`src/rtl/somwin_pkg.sv`:
```
`default_nettype none
package somwin_pkg;

	localparam int VALUE_BITS = 16;
	localparam int SUM_W      = 22;
	localparam int DIST_W     = 21;
	localparam int HIT_W      = 16;
	localparam int IDX_W      = 8;
	localparam int NET_REGS   = 4;
	localparam int START_W    = 10;

	localparam logic [SUM_W-1:0]  SUM_MAX  = {SUM_W{1'b1}};
	localparam logic [DIST_W-1:0] DIST_MAX = {DIST_W{1'b1}};
	localparam logic [HIT_W-1:0]  HIT_MAX  = {HIT_W{1'b1}};

	typedef enum logic [1:0] {
		OP_LOAD    = 2'd0,
		OP_FEATURE = 2'd1,
		OP_READ    = 2'd2,
		OP_NONE    = 2'd3
	} op_t;

	typedef enum logic [1:0] {
		ST_IDLE,
		ST_LOAD,
		ST_SCAN
	} state_t;

	typedef enum logic {
		KIND_WIN  = 1'b0,
		KIND_READ = 1'b1
	} kind_t;

	localparam logic [2:0] CFG_FEATURES = 3'd0;
	localparam logic [2:0] CFG_NETS     = 3'd1;
	localparam logic [2:0] CFG_NET0     = 3'd2;
	localparam logic [2:0] CFG_NET1     = 3'd3;
	localparam logic [2:0] CFG_NET2     = 3'd4;
	localparam logic [2:0] CFG_NET3     = 3'd5;

	typedef struct packed {
		logic                  load_en;
		logic                  feat_en;
		logic                  feat_zero;
		logic [3:0]            feature;
		logic [IDX_W-1:0]      neuron;
		logic [VALUE_BITS-1:0] value;
	} cell_cmd_t;

	typedef struct packed {
		logic             load;
		logic             shift;
		logic             bump_en;
		logic [IDX_W-1:0] bump_idx;
	} scan_ctl_t;

	typedef struct packed {
		logic [SUM_W-1:0] total;
		logic [HIT_W-1:0] hit;
	} scan_word_t;

endpackage
`default_nettype wire

```
`src/rtl/somwin_cell.sv`:
```
`default_nettype none
module somwin_cell #(
	parameter int MAX_FEATURES = 16,
	parameter int IDX          = 0
) (
	input  wire logic                   clk,
	input  wire logic                   arst_n,
	input  wire somwin_pkg::cell_cmd_t  cmd,
	input  wire somwin_pkg::scan_ctl_t  ctl,
	input  wire somwin_pkg::scan_word_t scan_in,
	output somwin_pkg::scan_word_t      scan_out
);
	import somwin_pkg::*;

	localparam int FIDX = (MAX_FEATURES > 1) ? $clog2(MAX_FEATURES) : 1;

	logic [VALUE_BITS-1:0] center_q [MAX_FEATURES];
	logic [SUM_W-1:0]      sum_q;
	logic [HIT_W-1:0]      hit_q;
	scan_word_t            scan_q;

	logic [7:0]            fext;
	logic [FIDX-1:0]       faddr;
	logic                  is_me;
	logic                  fin_range;
	logic [VALUE_BITS-1:0] cval;
	logic [VALUE_BITS:0]   diff;
	logic [VALUE_BITS:0]   mag;
	logic [SUM_W:0]        acc;

	assign fext      = {4'd0, cmd.feature};
	assign faddr     = fext[FIDX-1:0];
	assign fin_range = (int'(cmd.feature) < MAX_FEATURES);
	assign is_me     = (cmd.neuron == IDX_W'(IDX));
	assign cval      = center_q[faddr];
	assign diff      = {cmd.value[VALUE_BITS-1], cmd.value} - {cval[VALUE_BITS-1], cval};
	assign mag       = diff[VALUE_BITS] ? (~diff + 1'b1) : diff;
	assign acc       = (cmd.feat_zero ? '0 : {1'b0, sum_q}) + (SUM_W+1)'(mag);

	always_ff @(posedge clk) begin
		if (cmd.load_en && is_me && fin_range) begin
			center_q[faddr] <= cmd.value;
		end
	end

	always_ff @(posedge clk or negedge arst_n) begin
		if (!arst_n) begin
			sum_q <= '0;
			hit_q <= '0;
		end else begin
			if (cmd.feat_en) begin
				sum_q <= acc[SUM_W] ? SUM_MAX : acc[SUM_W-1:0];
			end
			if (ctl.bump_en && (ctl.bump_idx == IDX_W'(IDX)) && (hit_q != HIT_MAX)) begin
				hit_q <= hit_q + 1'b1;
			end
		end
	end

	always_ff @(posedge clk) begin
		if (ctl.load) begin
			scan_q <= '{total: sum_q, hit: hit_q};
		end else if (ctl.shift) begin
			scan_q <= scan_in;
		end
	end

	assign scan_out = scan_q;

endmodule
`default_nettype wire

```
`config.mk`:
```
export PLATFORM = sky130hd
export DESIGN_NAME = somwin_cell
export DESIGN_NICKNAME = d
export VERILOG_FILES = /design/src/rtl/somwin_pkg.sv /design/src/rtl/somwin_cell.sv
export SDC_FILE = /design/constraint.sdc
export NUM_CORES = 1
export LEC_CHECK = 0
export ABC_AREA = 1
export ABC_CLOCK_PERIOD_IN_PS = 4800
export BUFFER_PORTS_ARGS = -buffer_cell sky130_fd_sc_hd__buf_2
export CORE_UTILIZATION = 40
export DETAILED_ROUTE_END_ITERATION = 10
export GPL_ROUTABILITY_DRIVEN = 0
export SYNTH_ARGS = -nofsm -noshare
export SYNTH_HDL_FRONTEND = slang
export SYNTH_SLANG_ARGS = --single-unit
export TNS_END_PERCENT = 20
```
`constraint.sdc`:
```
create_clock -name clk -period 4.8 [get_ports clk]
set_input_delay 0.72 -clock clk [delete_from_list [all_inputs] [get_ports clk]]
set_output_delay 0.72 -clock clk [all_outputs]
set_load 0.05 [all_outputs]
```
==> summary.md <==
| Metric | Value |
|---|---|
| Syn Nets | 1478 |
| P&R area growth vs syn | 30.0% |
| Total GRT Usage | 0.201 |
| DR WL/cell | 18.0 um |
| Cell internal pwr | 0.00602 W |
| Sequential power share | 0.379 |
| Die Area | 38800 um^2 |
| Initial DRC count | 780 |
| Synth Cell Area | 15200 um^2 |
| Fraction of layout cells with a size suffix above 1 | 0.316 |
| Clock power frac | 0.310 |
| Clock Latency Late Sink | 0.55 ns |
| H-tree depth | 2 |
| Mean Syn Cell Area | 11.2 um^2 |
| # rows | 71 |
| First-pass GRT wire length | 60300 um |
| Port Buffers | 119 |
| CP dominant cell by count | nand2_1 |
| WP data required | 5.21 ns |
| Vias in the first global route | 11221 |
| Root buffer cell | clkbuf_16 |
| Remaining DRCs | 0 |
| Max Slew Vio Count | 0 |
| Register area share after synthesis | 0.644 |
| WL final | 39600 um |
| Via-to-Cell Ratio | 5.18 |
| Detailed Place HPWL | 26600 um |
| Commonest non-fill, non-tap cell in the layout | edfxtp_1 |
| Slowest-stage cell, CP | fa_2 |
| Routed Antenna Nets | 0 |
| # fillers | 3266 |
| CP delay by family, top | simple AND/OR/NAND/NOR gates |
| Tightest Hold Check Type | in2async |
| Worst-path clk slew | 0.06 ns |
| Crit end category | register |
| Effective utilization at floorplan | 0.405 |
| Largest net degree at the start of global routing | 72 |
| Sw frac | 0.311 |
| Cell taking the most area after synthesis | edfxtp_1 |
| Critical Path Max Stage Delay | 0.45 ns |
| Via count | 11398 |
| VDD IR-drop max | 0.257 mV |
| ANT cells | 0 |
| Total of max-cap violations | 0 |
| Share of the synthesized area in the top cell type | 0.581 |
| Critical Path Fanout Max | 5 |
| Logic pwr share | 0.311 |
| # IOs | 120 |
| Ys Warns | 0 |
| Status | completed |
| Crit share post-route | 0.956 |
| Layout Nets | 1780 |
| Clock Sinks | 332 |
| Core Region | 37500 um^2 |
| Worst-margin pin slew | 0.912 ns |
| Hold Fails Final Rpt | 0 |
| Type of origin of the critical path | input port |
| Maximum clock frequency | 218 MHz |
| Die Height | 197 um |
| Buf+Inv Stages, Crit Path | 5 |
| Synth top area cells | edfxtp_1 (58%), a22oi_1 (7.0%), dfrtp_1 (6.3%) |
| Kind of critical path | in2reg |
| Total grt overflow | 0 |
| Initial antenna violation count | 1 |
| Yosys cell types | 42 |
| Final hold slack | 0.296 ns |
| Count of state elements after synthesis | 332 |
| Synth async-reset ratio | 0.114 |
| Clock Path Buffers | 3 |
| Most frequent cells in the layout | edfxtp_1 (294), nand2_1 (227), buf_4 (177), a22oi_1 (132), buf_2 (117) |
| Post-Route Skew | 0.0291 ns |
| Post-synthesis cell count | 1359 |
| Max-slew headroom | 0.392 |
| Dpl cells | 2118 |
| TritonRoute pass-1 iters | 5 |
| Place WS | -0.601 ns |
| Post-Layout Cell Count | 2199 |
| Post-route worst setup slack | 0.210 ns |
| CTS tree | built |
| Clock buffer count from CTS | 36 |
| Crit path time final | 4.59 ns |
| Die span in x | 197 um |
| Setup violators final | 0 |
| Critical path arrival | 5.00 ns |
| Number of flops mapped to enable cells by yosys | 294 |
| Top FF cell, synth | edfxtp_1 |
| Setup tns final | 0 ns |
| NetSw | 0.00272 W |
| Power Density | 442 nW/um^2 |
| Leak Pwr | 7.81 nW |
per-layer routing:
| layer | up-vias | routed length [um] | part of all wire | global-route usage |
|---|---|---|---|---|
| li1 | 5475 | - | - | - |
| met1 | 5541 | 17300 | 0.44 | 0.272 |
| met2 | 308 | 19200 | 0.49 | 0.332 |
| met3 | 72 | 2070 | 0.052 | 0.0311 |
| met4 | 2 | 1010 | 0.025 | 0.0637 |
| met5 | - | 14 | 0.00035 | 0 |
cells in the mapped netlist (all sizes together), types with 2 or more instances:
library cell and n:
inv 128, xor2 26, nor2 112, nand2 255, nand4 12, dfrtp 38, clkbuf 41, ha 35
xnor2 13, o21ai 54, buf 10, nand3 54, and2 2, a31oi 5, nor3 9, nand3b 8
a22oi 141, edfxtp 294, or2 2, o21bai 2, fa 2, nor4 19, a21oi 90
power by group through the flow:
stage / logic [W] / clock network, W / registers [W]
2_1_floorplan: 0.00117 / 0 / 0.00354
3_3_place_gp: 0.00224 / 0 / 0.00337
3_5_place_dp: 0.00228 / 0 / 0.00338
4_1_cts: 0.00229 / 0.00275 / 0.00332
5_1_grt: 0.00296 / 0.00286 / 0.00333
6_report: 0.00272 / 0.00271 / 0.00332
final cells by class:
class,instances,area (um^2),area share
well taps,511,639,0.0324
inverters,129,494,0.0250
clock inverters,20,209,0.0106
clock buffers,45,955,0.0483
repair buffers,315,2270,0.115
multi-input cells,847,5410,0.274
flip-flops and latches,332,9780,0.495
registers in the layout, summed over array words and instances (netlist names):
register and cells:
center_q 256, hit_q 16, scan_out 38, sum_q 22
worst reg2reg max path, cell delays in order, from the launching register on:
cell and delay (ns):
edfxtp_1 0.39, a22oi_2 0.16, a21oi_1 0.09, or2_4 0.25, or3_4 0.41, ha_4 0.18, inv_4 0.05, fa_2 0.45
inv_4 0.10, nand2_2 0.06, nor2_2 0.10, nand3_1 0.09, nor2_2 0.17, nand3_2 0.12, nor2_4 0.14, nand2_1 0.10
nand2_2 0.11, nand2_1 0.06, nand2_1 0.05, nand2_1 0.08, ha_4 0.24, a21oi_2 0.15, a21boi_4 0.21, nand2_2 0.07
buf_4 0.13, a31oi_2 0.20, xor2_1 0.20, a21oi_1 0.08
through the flow:
stage	util	cell area, um^2	total power (W)
3_3_place_gp	0.474	17800	0.00562
5_1_grt	0.527	19800	0.00915
3_5_place_dp	0.474	17800	0.00565
6_report	0.527	19800	0.00874
4_1_cts	0.506	19000	0.00836
2_1_floorplan	-	15200	0.00471
final timing paths:
| path | end | slack, ns | depth (start not counted) | start |
|---|---|---|---|---|
| worst max-delay path | sum_q[14] | 0.21 | 30 | cmd[24] |
| min in group clk | scan_out[1] | 0.46 | 3 | scan_in[1] |
| worst max register to register | sum_q[14] | 0.24 | 27 | center_q[3][0] |
| worst min-delay path | sum_q[2] | 0.30 | 1 | arst_n |
| worst min register to register | hit_q[15] | 0.50 | 2 | hit_q[15] |
| max in group asynchronous | sum_q[6] | 3.96 | 1 | arst_n |
kinds of logic (layout without fill, tap and decap cells):
kind of cell,Yosys count,in the layout,share of synthesized area
AO/OA/AOI/OAI,296,296,0.123
XOR/XNOR,39,39,0.0225
adder cells (fa/ha/maj),37,37,0.0315
buffers and inverters,180,509,0.0456
flip-flops,332,332,0.644
AND/OR/NAND/NOR,475,475,0.134
repair_timing:
item / 4_1_cts / 5_1_grt
hold buffers: 0 / 0
pin swaps: 1 / 84
endpoints found under the setup margin: 20 / 22
setup buffers: 1 / 13
gates resized for setup: 2 / 168
gates cloned: 0 / 2
Note: power is estimated with default switching activity, not from simulation.
